### src/rtl/core/ll1_ram.sv
// Generic single-write, single-read synchronous RAM with registered read.
module ll1_ram #(
  parameter int WIDTH = 8,
  parameter int DEPTH = 64
) (
  input  logic                     clk,
  input  logic                     we,
  input  logic [$clog2(DEPTH)-1:0] waddr,
  input  logic [WIDTH-1:0]         wdata,
  input  logic                     re,
  input  logic [$clog2(DEPTH)-1:0] raddr,
  output logic [WIDTH-1:0]         rdata
);

  logic [WIDTH-1:0] mem [DEPTH];

  // Write port and registered read port
  always_ff @(posedge clk) begin
    if (we) begin
      mem[waddr] <= wdata;
    end
    if (re) begin
      rdata <= mem[raddr];
    end
  end

endmodule

### config.mk
export PLATFORM = sky130hd
export DESIGN_NAME = ll1_ram
export DESIGN_NICKNAME = d
export VERILOG_FILES = /design/src/rtl/core/ll1_ram.sv
export SDC_FILE = /design/constraint.sdc
export NUM_CORES = 1
export LEC_CHECK = 0
export BUFFER_PORTS_ARGS = -buffer_cell sky130_fd_sc_hd__buf_2
export CAP_MARGIN = 20
export CORE_ASPECT_RATIO = 1.1
export CORE_MARGIN = 2
export CORE_UTILIZATION = 63
export DETAILED_ROUTE_END_ITERATION = 7
export PLACE_DENSITY = 0.87
export SYNTH_ARGS = -nofsm -noshare
export SYNTH_HDL_FRONTEND = slang
export SYNTH_SLANG_ARGS = --single-unit
### constraint.sdc
create_clock -name clk -period 4.2 [get_ports clk]
set_input_delay 0.42 -clock clk [delete_from_list [all_inputs] [get_ports clk]]
set_output_delay 0.42 -clock clk [all_outputs]
set_load 0.01 [all_outputs]
==> results.tsv <==
metric	value	unit
status	complete, but fails checks	
violations	design-rule violations	
switching_share	20.8	%
drt_iter0_markers	1537	
cts_root_buf	clkbuf_16	
final_common_cell	edfxtp_1	
p_int	8.26	mW
min_path_type	in2reg	
slew_violations	0	
power_density	466	nW/µm²
dieHeight	192	µm
wl	47.2	mm
skew	0.0122	ns
ys_warn_count	0	
clock_latency	0.57	ns
final_cell_mix	edfxtp_1 (520), mux4_2 (126), nor2_1 (83)	
path_max_fanout	61	
first_global_vias	10300	
cts_sinks	520	
slew_headroom	36.3	%
r2r_slack	1.82	ns
setup_violations	0	
postCtsSetupBuffers	0	
drv_cap	0	
fmax	370	MHz
drtPass1Iterations	8	
switchingPower	2.17	mW
clk_pin_slew_worst_paths	0.06	ns
synth_compound_area_share	2.06	%
p_seq_share	55.3	%
cts.path.max_buffers	3	
hpwl	25.9	mm
floorplan.initialDensity	64.3	%
end_kind	flop	
grt_use_total	29.2	%
post-route-util	71.0	%
drc	44	
leakagePower	6.96	nW
power	10.4	mW
synthAdderAreaFrac	0	%
synthMuxAreaShare	15.9	%
startpoint_type	primary input	
crit_required	4.49	ns
drive_gt1_share	25.5	%
clkPwrFrac	39.4	%
htreeDepth	2	
cts_resized	0	
cp.arrival	2.99	ns
die_w	175	µm
synth_nets	963	
core-area	31500	µm²
synth_top_family_by_area	multiplexers	
die-area	33600	µm²
vias	10200	
numCtsBuffers	47	
io_pins	31	
syn-cell-area	20200	µm²
ir_drop	0.333	mV
period_share	64.4	%
overflow	0	
grt_max_degree	65	
final_nets	1015	
ys_seq_elements	520	
syn2layout_area_growth	10.4	%
crit_top_cell	mux4_2	
cts_tree	yes	
cts.hold.buffers_added	0	
power_frac_comb	5.3	%
synthXorXnorAreaFrac	0	%
rsz0062_at_grt	no	
tightestPinTransition	0.952	ns
avgSynthCellArea	21.5	µm²
cp_cell_sequence	clkbuf_8 > buf_4 > mux4_2 > mux4_2 > nor2_1 > nor3_1 > o2bb2ai_1	
drt.antenna.violating_nets	0	
hold_viol	0	
synth.distinct_cells	39	
ys_seq_area_share	77.1	%
post_drt_wl_per_cell	32.6	µm
io_buffers	30	
viasPerCell	7.05	
fin_crit	2.70	ns
critPathMaxStageDelay	0.58	ns
setup_tns	0	ns
syn_inst	940	
synth_simple_gate_area_share	3.37	%
antenna_found_initial	0	
antenna_cells	0	
slowest_stage	clkbuf_8	
gp_congestion	0.836	
crit_type	in2reg	
fp-row-count	68	
grt_pass1_wl	69.8	mm
-- power by group through the flow --
stage / Sequential [mW] / Clock [mW] / Combinational [mW]
2_1_floorplan: 5.88 / 0 / 0.306
3_3_place_gp: 5.88 / 0 / 0.490
3_5_place_dp: 5.88 / 0 / 0.507
4_1_cts: 5.77 / 4.13 / 0.522
5_1_grt: 5.77 / 4.31 / 0.571
6_report: 5.77 / 4.11 / 0.549
-- area by class of cell --
| cell class | instances | area [µm²] |
|---|---|---|
| Timing Repair Buffer | 54 | 444 |
| Clock buffer | 54 | 1200 |
| Fill cell | 1661 | 9120 |
| Tap cell | 420 | 526 |
| Clock inverter | 31 | 259 |
| Multi-Input combinational cell | 369 | 4320 |
| Sequential cell | 520 | 15600 |
-- registers in the layout, indices dropped and copies added (netlist names) --
name   count
mem      512
rdata      8
-- per-stage QoR --
| step | hold WS [ns] | std cells | area, µm² | worst slack (ns) |
|---|---|---|---|---|
| 2_1_floorplan | 0.519 | 940 | 20200 | 1.97 |
| 3_3_place_gp | 0.805 | 1356 | 20800 | 1.13 |
| 4_1_cts | 0.237 | 1441 | 22200 | 1.48 |
| 3_5_place_dp | 0.814 | 1356 | 20800 | 1.01 |
| 5_1_grt | 0.237 | 1448 | 22400 | 1.39 |
| 6_report | 0.239 | 1448 | 22400 | 1.50 |
-- synth_stat cells, drive strengths merged --
cell type	count	area [µm²]
nand2	19	71.3
o2111ai	3	26.3
mux2	13	146
nand3b	3	22.5
and2	1	6.26
a31oi	1	6.26
nor3	7	35.0
o221a	2	22.5
nand4	2	12.5
o221ai	8	70.1
edfxtp	520	15600
nand2b	7	43.8
a211oi	4	30.0
o32ai	2	17.5
nand4b	1	8.76
mux2i	23	230
o22ai	8	50.1
nand3	13	65.1
a22oi	3	22.5
o311ai	1	8.76
mux4	126	2840
a221oi	6	52.6
a2111oi	2	17.5
nor2b	14	87.6
o2bb2ai	3	26.3
or3	1	6.26
o21a	2	15.0
nor4	2	12.5
buf	34	253
clkbuf	17	63.8
o21ai	4	20.0
nor2	83	312
a21oi	3	15.0
o41ai	2	17.5
-- per-layer routing --
metal  track usage, %  routed length, µm  vias up
li1                 -                  -     4033
met1             38.5              16000     5152
met2             48.3              23600      847
met3             6.73               5320      171
met4             11.5               2280        0
met5                0                  0        -
-- logic make-up (layout without fill, tap and decap cells) --
logic type | count (synthesis) | in the layout
mux | 162 | 162
compound gates | 54 | 54
flops | 520 | 520
simple gates | 153 | 153
buf+inv | 51 | 139
-- final timing paths --
kind	from	end	cells past startpoint
setup / recovery	raddr[0]	rdata[2]$_DFFE_PP_	7
hold / removal	wdata[0]	mem[5][0]$_DFFE_PP_	1
setup reg to reg	mem[20][6]$_DFFE_PP_	rdata[6]$_DFFE_PP_	5
hold reg to reg	mem[3][7]$_DFFE_PP_	rdata[7]$_DFFE_PP_	4
-- worst max-delay path, delay by kind of cell --
kind	cells	cell delay (ns)
simple gates	2	0.35
mux	2	1.03
buf+inv	2	0.95
compound gates	1	0.17
No activity file was read; power rests on OpenSTA's default activity.
