File: src/rtl/core/ll1_pkg.sv
// Shared constants, codes and types of the LL(1) table parser.
package ll1_pkg;

  localparam int STACK_DEPTH  = 64;
  localparam int NONTERMINALS = 8;
  localparam int PROD_LEN     = 4;
  localparam int STEP_LIMIT   = 256;

  localparam int SYM_W    = 8;
  localparam int PROD_SLOTS = 4;
  localparam int PROD_CAP = (PROD_LEN < PROD_SLOTS) ? PROD_LEN : PROD_SLOTS;
  localparam int SLOT_W   = (NONTERMINALS > 1) ? $clog2(NONTERMINALS) : 1;
  localparam int TBL_DEPTH = NONTERMINALS * 256;
  localparam int TBL_AW   = $clog2(TBL_DEPTH);
  localparam int STK_AW   = $clog2(STACK_DEPTH);
  localparam int TOP_W    = $clog2(STACK_DEPTH + 1);
  localparam int STEP_W   = $clog2(STEP_LIMIT + 1);

  localparam int IN_DATA_W  = 48;
  localparam int IN_USER_W  = 3;
  localparam int OUT_DATA_W = 16;
  localparam int CFG_IDX_W  = 2;

  // Commands carried in tuser
  localparam logic [2:0] CMD_LOAD_KEY   = 3'd0;
  localparam logic [2:0] CMD_LOAD_ENTRY = 3'd1;
  localparam logic [2:0] CMD_START      = 3'd2;
  localparam logic [2:0] CMD_FEED       = 3'd3;
  localparam logic [2:0] CMD_END        = 3'd4;

  // Parse status codes
  localparam logic [2:0] ST_RUNNING  = 3'd0;
  localparam logic [2:0] ST_ACCEPTED = 3'd1;
  localparam logic [2:0] ST_MISMATCH = 3'd2;
  localparam logic [2:0] ST_NO_ENTRY = 3'd3;
  localparam logic [2:0] ST_OVERFLOW = 3'd4;
  localparam logic [2:0] ST_EXTRA    = 3'd5;
  localparam logic [2:0] ST_STEPS    = 3'd6;

  // Configuration register indexes
  localparam logic [CFG_IDX_W-1:0] CFG_START_SYM = 2'd0;
  localparam logic [CFG_IDX_W-1:0] CFG_END_MARK  = 2'd1;
  localparam logic [CFG_IDX_W-1:0] CFG_EPSILON   = 2'd2;

  typedef enum logic [2:0] {
    S_CLEAR,
    S_IDLE,
    S_POP,
    S_TOP,
    S_TBL,
    S_PUSH,
    S_DONE
  } state_t;

  // Key lookup answer
  typedef struct packed {
    logic              hit;
    logic [SLOT_W-1:0] slot;
  } key_hit_t;

  // Production table entry
  typedef struct packed {
    logic                             valid;
    logic [2:0]                       len;
    logic [PROD_SLOTS-1:0][SYM_W-1:0] sym;
  } prod_t;

  localparam int PROD_W = $bits(prod_t);

endpackage

File: src/rtl/core/ll1_keys.sv
// Nonterminal key store with priority match on the highest slot.
module ll1_keys (
  input  logic                             clk,
  input  logic                             rst_n,
  input  logic                             we,
  input  logic [ll1_pkg::SLOT_W-1:0]       wslot,
  input  logic [ll1_pkg::SYM_W-1:0]        wcode,
  input  logic [ll1_pkg::SYM_W-1:0]        code,
  output ll1_pkg::key_hit_t                hit
);

  logic [ll1_pkg::NONTERMINALS-1:0] valid_r;
  logic [ll1_pkg::SYM_W-1:0]        key_r [ll1_pkg::NONTERMINALS];

  // Clear valid bits on reset, set on load
  always_ff @(posedge clk) begin
    if (!rst_n) begin
      valid_r <= '0;
    end else if (we) begin
      valid_r[wslot] <= 1'b1;
    end
  end

  always_ff @(posedge clk) begin
    if (we) begin
      key_r[wslot] <= wcode;
    end
  end

  // Match all slots; the highest matching slot wins
  always_comb begin
    hit = '0;
    for (int k = 0; k < ll1_pkg::NONTERMINALS; k++) begin
      if (valid_r[k] && key_r[k] == code) begin
        hit.hit  = 1'b1;
        hit.slot = ll1_pkg::SLOT_W'(k);
      end
    end
  end

endmodule

File: config.mk
export PLATFORM = sky130hd
export DESIGN_NAME = ll1_keys
export DESIGN_NICKNAME = d
export VERILOG_FILES = /design/src/rtl/core/ll1_pkg.sv /design/src/rtl/core/ll1_keys.sv
export SDC_FILE = /design/constraint.sdc
export NUM_CORES = 1
export LEC_CHECK = 0
export BUFFER_PORTS_ARGS = -buffer_cell sky130_fd_sc_hd__clkbuf_2
export CELL_PAD_IN_SITES_DETAIL_PLACEMENT = 0
export CELL_PAD_IN_SITES_GLOBAL_PLACEMENT = 1
export CORE_MARGIN = 2
export CORE_UTILIZATION = 49
export CTS_CLUSTER_DIAMETER = 100
export DETAILED_ROUTE_END_ITERATION = 8
export GPL_TIMING_DRIVEN = 0
export PLACE_DENSITY_LB_ADDON = 0.1
export SLEW_MARGIN = 20
export SYNTH_ARGS = -nofsm -noshare
export SYNTH_HDL_FRONTEND = slang
export SYNTH_SLANG_ARGS = --single-unit
File: constraint.sdc
create_clock -name clk -period 1.7 [get_ports clk]
set_clock_uncertainty 0.1 [all_clocks]
set_input_delay 0.17 -clock clk [delete_from_list [all_inputs] [get_ports clk]]
set_output_delay 0.17 -clock clk [all_outputs]
set_load 0.03 [all_outputs]
==> flow_summary.json, run 1 <==
{
  "drv_slew": 0,
  "required_ps": 1430,
  "wl_met1_um": 2820,
  "status": "complete, but fails checks",
  "ir_drop_uv": 631,
  "initial_core_util": 0.513,
  "cts_tree": "yes",
  "rsz0062_at_grt": "yes",
  "cts.sinks": 72,
  "rows": 28,
  "num_antenna_cells": 0,
  "ys_async_sr_fraction": 0,
  "drtPass1Iterations": 4,
  "period_share": 1.34,
  "post-route-min-period_ps": 2280,
  "die_h_um": 83.2,
  "synth.top_cell.area_share": 0.626,
  "powerDensity_nw_per_um2": 1080,
  "syn_to_final_growth_pct": 16.3,
  "yosys.cell_count.top_type": "edfxtp_1",
  "dr.max_layer_used": "met4",
  "synth_nets": 236,
  "synth_edf_count": 64,
  "nNetsFinal": 265,
  "drt-total-wl_um": 6410,
  "post_cts_buffers": 0,
  "syn_area_um2": 3070,
  "pre_cts_ws_ps": -427,
  "place_inst": 306,
  "maxCapViolations": 0,
  "ys_seq_area_frac": 0.678,
  "die_x_um": 83.2,
  "maxSlewHeadroom": 0.360,
  "ant_nets": 0,
  "dpl.hpwl_um": 4440,
  "setup_viol": 4,
  "crit_type": "flip-flop to output port",
  "h-tree-depth": 3,
  "ys_ff_latch": 72,
  "grt_usage": 0.197,
  "worstPathArrival_ps": 2010,
  "dieArea_um2": 6920,
  "grt_overflow": 0,
  "tightest_slew_ps": 957,
  "via_per_inst": 5.43,
  "ys_warn_count": 0,
  "wl_met2_um": 3240,
  "power_leakage_uw": 0.00116,
  "grt_pass1_wl_um": 9730,
  "power_uw": 3870,
  "cp_max_fo": 3,
  "clk-insertion-delay-late_ps": 350,
  "yosys.area.top_type": "edfxtp_1",
  "synthMuxAreaShare": 0,
  "yosys-top-cells-area": "edfxtp_1, xnor2_1, dfxtp_1",
  "max_freq_mhz": 438,
  "drcViolationCount": 0,
  "cp-end-kind": "output port",
  "gp_congestion": 0.817,
  "cts.clk_slew.worst_paths_ps": 80,
  "cts-buffers-inserted": 9,
  "drtIter0Drc": 76,
  "grt_pass1_vias": 1783,
  "post-route-cell-area_um2": 3570,
  "yosysUniqueCellTypes": 22,
  "syn-instance-count": 214,
  "vias": 1753,
  "finalHoldViolations": 0,
  "drive_gt1_frac": 0.190,
  "grt_start_max_net_pins": 13,
  "synth_top_family_by_area": "XOR/XNOR gates",
  "synthAdderAreaFrac": 0,
  "synth_common_cells": "edfxtp_1, xnor2_1, xor2_1",
  "worstHoldPathType": "primary input to flip-flop",
  "avgSynthCellArea_um2": 14.4,
  "timing.final.ws_setup_ps": -581,
  "coreArea_um2": 5990,
  "failed_checks": "negative setup slack",
  "wl_met3_um": 240,
  "ys.flop_type": "edfxtp_1",
  "worst_hold_slack_ps": 11.5,
  "grt_antenna_before_repair": 0,
  "cp-start-kind": "flip-flop",
  "synth_xor_area_frac": 0.182,
  "port_buffers": 16,
  "wl_per_cell_um": 19.8,
  "placed_area_um2": 3270,
  "synth_compound_area_frac": 0.0322,
  "synthSimpleGateAreaFrac": 0.0892,
  "cts_max_path_buffers": 2,
  "root_buffer": "clkbuf_8",
  "finalNonFillerCells": 323,
  "io-pin-count": 26
}
stage by stage:
step                      TNS [ps]   util
after floorplan                  0      -
after CTS                    -2400  0.596
after detailed placement     -1630  0.546
after global placement       -6650  0.543
after global routing         -2540  0.596
final                        -2200  0.596
sequential cells by signal, summed over array words and instances (netlist names):
signal	flops
key_r	64
valid_r	8
worst paths after layout:
check / from / endpoint / slack, ps / cells after the start
worst max register to register: valid_r[4] / valid_r[4] / 980 / 1
worst max-delay path: key_r[6][3] / hit[0] / -580 / 6
worst min register to register: valid_r[7] / valid_r[7] / 370 / 1
worst min-delay path: wcode[6] / key_r[5][6] / 10 / 1
final cells by class:
cell class | count | area (um^2)
clock inverters | 7 | 110
fillers | 479 | 2420
plain buffers | 9 | 56.3
flip-flops and latches | 72 | 2080
multi-input cells | 133 | 986
repair buffers | 18 | 121
clock buffers | 9 | 124
well taps | 75 | 93.8
routing by layer:
layer / track usage / vias to the layer above
li1: - / 831
met4: 0.0924 / 0
met2: 0.322 / 43
met3: 0.0447 / 10
met5: 0 / -
met1: 0.252 / 869
cell families (layout without fill, tap and decap cells):
family,count (synthesis),in the layout
DFF,72,72
buffers and inverters,9,43
and+or+nand+nor,55,55
AOI/OAI and AO/OA,14,14
xor gates and xnor gates,64,64
critical path, stage by stage (launching register included):
cell and delay [ps]:
edfxtp_1 420, xor2_2 180, nor4_4 330, nand4_1 240, a41oi_1 210, o21ai_1 110
buf_4 180
cell usage in the layout, fill, tap and decap left out, types with 8 or more instances in the layout:
| cell type | instances |
|---|---|
| clkbuf_2 | 12 |
| clkbuf_8 | 10 |
| dfxtp_1 | 8 |
| edfxtp_1 | 64 |
| nand2_1 | 9 |
| nand3_1 | 8 |
| nand4_1 | 10 |
| nor2_1 | 9 |
| o21a_1 | 8 |
| xnor2_1 | 50 |
| xor2_1 | 13 |
report_power, final:
part           switching, uW  leakage [uW]  internal, uW
Clock                    628      0.000114           961
Combinational            164      0.000399           111
Sequential              24.0      0.000646          1980
Total                    817       0.00116          3060
repair_timing:
| item | in CTS | in global routing |
|---|---|---|
| hold endpoints to repair | 8 | 0 |
| setup endpoints to repair | 4 | 4 |
| pin swaps | 4 | 2 |
| hold buffers | 1 | 0 |
| gates resized for setup | 12 | 4 |
No activity file was read; power rests on OpenSTA's default activity.
==> run 2, diff against run 1 <==
--- a/config.mk
+++ b/config.mk
@@ -14,6 +14,7 @@
 export DETAILED_ROUTE_END_ITERATION = 8
 export GPL_TIMING_DRIVEN = 0
 export PLACE_DENSITY_LB_ADDON = 0.1
+export SETUP_SLACK_MARGIN = 0.4
 export SLEW_MARGIN = 20
 export SYNTH_ARGS = -nofsm -noshare
 export SYNTH_HDL_FRONTEND = slang
==> run 2 against run 1 <==
Compared with the run above: the flow still finishes with violations (negative setup slack); first-iteration DRC count is 6.6% higher; flip-flop and latch count stayed put; die area stayed put; power is 11% lower; global-route usage fell by 0.63 points; count of clock-buffer cells in the layout rose by 3; via count down 1.9%; maximum frequency is 1.3% lower; cell area shrank 1.6%; setup slack worse by 30 ps; register-to-register slack about the same; non-clock buffer count decreased by 2; critical path type unchanged; largest cell class unchanged; highest routed layer unchanged.
==> flow_summary.json, run 2 (synthesis results as in run 1) <==
{
  "cts.clk_slew.worst_paths_ps": 70,
  "period_share": 1.36,
  "cts_max_path_buffers": 2,
  "root_buffer": "clkbuf_8",
  "ant_nets": 0,
  "ir_drop_uv": 613,
  "crit_slowest_cell": "nor4_2",
  "maxSlewHeadroom": 0.436,
  "drcViolationCount": 0,
  "dpl.hpwl_um": 4280,
  "max_stage_delay_ps": 390,
  "status": "complete, but fails checks",
  "syn_to_final_growth_pct": 14.5,
  "grt_pass1_wl_um": 9560,
  "cts.sinks": 72,
  "crit_top_cell": "nand4_1",
  "via_per_inst": 5.36,
  "post_cts_buffers": 0,
  "grt_use_met1": 0.228,
  "failed_checks": "negative setup slack",
  "cp_max_fo": 3,
  "maxCapViolations": 0,
  "grt_antenna_before_repair": 0,
  "num_antenna_cells": 0,
  "grt_most_used_layer": "met2",
  "rsz0062_at_grt": "yes",
  "drive_gt1_frac": 0.207,
  "port_buffers": 16,
  "grt_pass1_vias": 1827,
  "cp-start-kind": "flip-flop",
  "tightest_slew_ps": 843,
  "finalHoldViolations": 0,
  "setup_viol": 4,
  "required_ps": 1430,
  "final_common_cell": "edfxtp_1",
  "timing.final.ws_setup_ps": -612,
  "power_uw": 3440,
  "grt_usage": 0.191,
  "nNetsFinal": 263,
  "coreArea_um2": 5990,
  "cts-hold-fix-buffers": 0,
  "rows": 28,
  "clk-insertion-delay-late_ps": 340,
  "crit_type": "flip-flop to output port",
  "crit_chain": "xor2_1 > nor4_2 > nand4_1 > nor2b_4 > nand4_1 > clkbuf_8",
  "cp-end-kind": "output port",
  "worst_hold_slack_ps": 37.3,
  "globalRouteMet3Util": 0.0358,
  "post-route-min-period_ps": 2310,
  "vias": 1720,
  "cts-buffers-inserted": 9,
  "die_x_um": 83.2,
  "grt_start_max_net_pins": 13,
  "top_register": "key_r",
  "drtIter0Drc": 81,
  "h-tree-depth": 3,
  "drt-total-wl_um": 6150,
  "initial_core_util": 0.513,
  "cts_tree": "yes",
  "grt_overflow": 0,
  "power_leakage_uw": 0.00112,
  "final_cell_mix": "edfxtp_1, xnor2_1, xor2_1, clkbuf_8, clkbuf_2",
  "largest_reg_flops": 64,
  "io-pin-count": 26,
  "worstHoldPathType": "primary input to flip-flop",
  "top_regs": "key_r x64, valid_r x8",
  "drtPass1Iterations": 5,
  "max_freq_mhz": 433,
  "die_h_um": 83.2,
  "drv_slew": 0,
  "powerDensity_nw_per_um2": 977,
  "grtUsageMet2": 0.326,
  "dieArea_um2": 6920,
  "wl_per_cell_um": 19.2,
  "gp_congestion": 0.817,
  "worstPathArrival_ps": 2040
}
## run 2: timing repair
| action | in CTS | in global routing |
|---|---|---|
| pin swaps | 4 | 3 |
| gates resized for setup | 10 | 4 |
| setup endpoints to repair | 4 | 20 |
| cloned | 0 | 0 |
## run 2: layout make-up
| class | count | area, um^2 |
|---|---|---|
| plain buffers | 9 | 56.3 |
| clock buffers | 12 | 145 |
| clock inverters | 4 | 22.5 |
| fillers | 476 | 2470 |
| multi-input cells | 133 | 1000 |
| flip-flops and latches | 72 | 2080 |
| well taps | 75 | 93.8 |
| repair buffers | 16 | 115 |
## run 2: critical path: cells and delay by family, from the launching register on
kind | cells | cell delay (ps)
XOR/XNOR | 1 | 160
AND/OR/NAND/NOR | 4 | 990
buffers and inverters | 1 | 160
flip-flops | 1 | 380
## run 2: final timing paths
check / start / endpoint / slack [ps] / depth (start not counted)
max: key_r[6][6] / hit[3] / -610 / 6
min: wcode[4] / key_r[2][4] / 40 / 1
max reg2reg: valid_r[5] / valid_r[5] / 970 / 1
min reg2reg: valid_r[2] / valid_r[2] / 370 / 1
## run 2: per-stage QoR
| stage | instances | area [um^2] | util | setup slack, ps | setup TNS, ps |
|---|---|---|---|---|---|
| detailed placement | 305 | 3290 | 0.549 | -456 | -1580 |
| CTS | 321 | 3510 | 0.585 | -659 | -2600 |
| finish | 321 | 3520 | 0.587 | -612 | -2410 |
| floorplan | 214 | 3120 | - | 100 | 0 |
| global placement | 305 | 3290 | 0.549 | -404 | -1400 |
| global route | 321 | 3520 | 0.587 | -668 | -2630 |
## run 2: power breakdown
group / total (uW) / leakage [uW] / internal [uW] / switching [uW]
clock: 1160 / 0.0000861 / 562 / 598
combinational: 268 / 0.000392 / 108 / 160
sequential: 2010 / 0.000646 / 1980 / 23.5
total: 3440 / 0.00112 / 2650 / 782
## run 2: metal layers
layer,routed length [um],share of wire,vias up
met5,0,0,-
met4,161,0.026,0
met3,190,0.031,13
met2,3210,0.52,34
met1,2590,0.42,850
li1,-,-,823
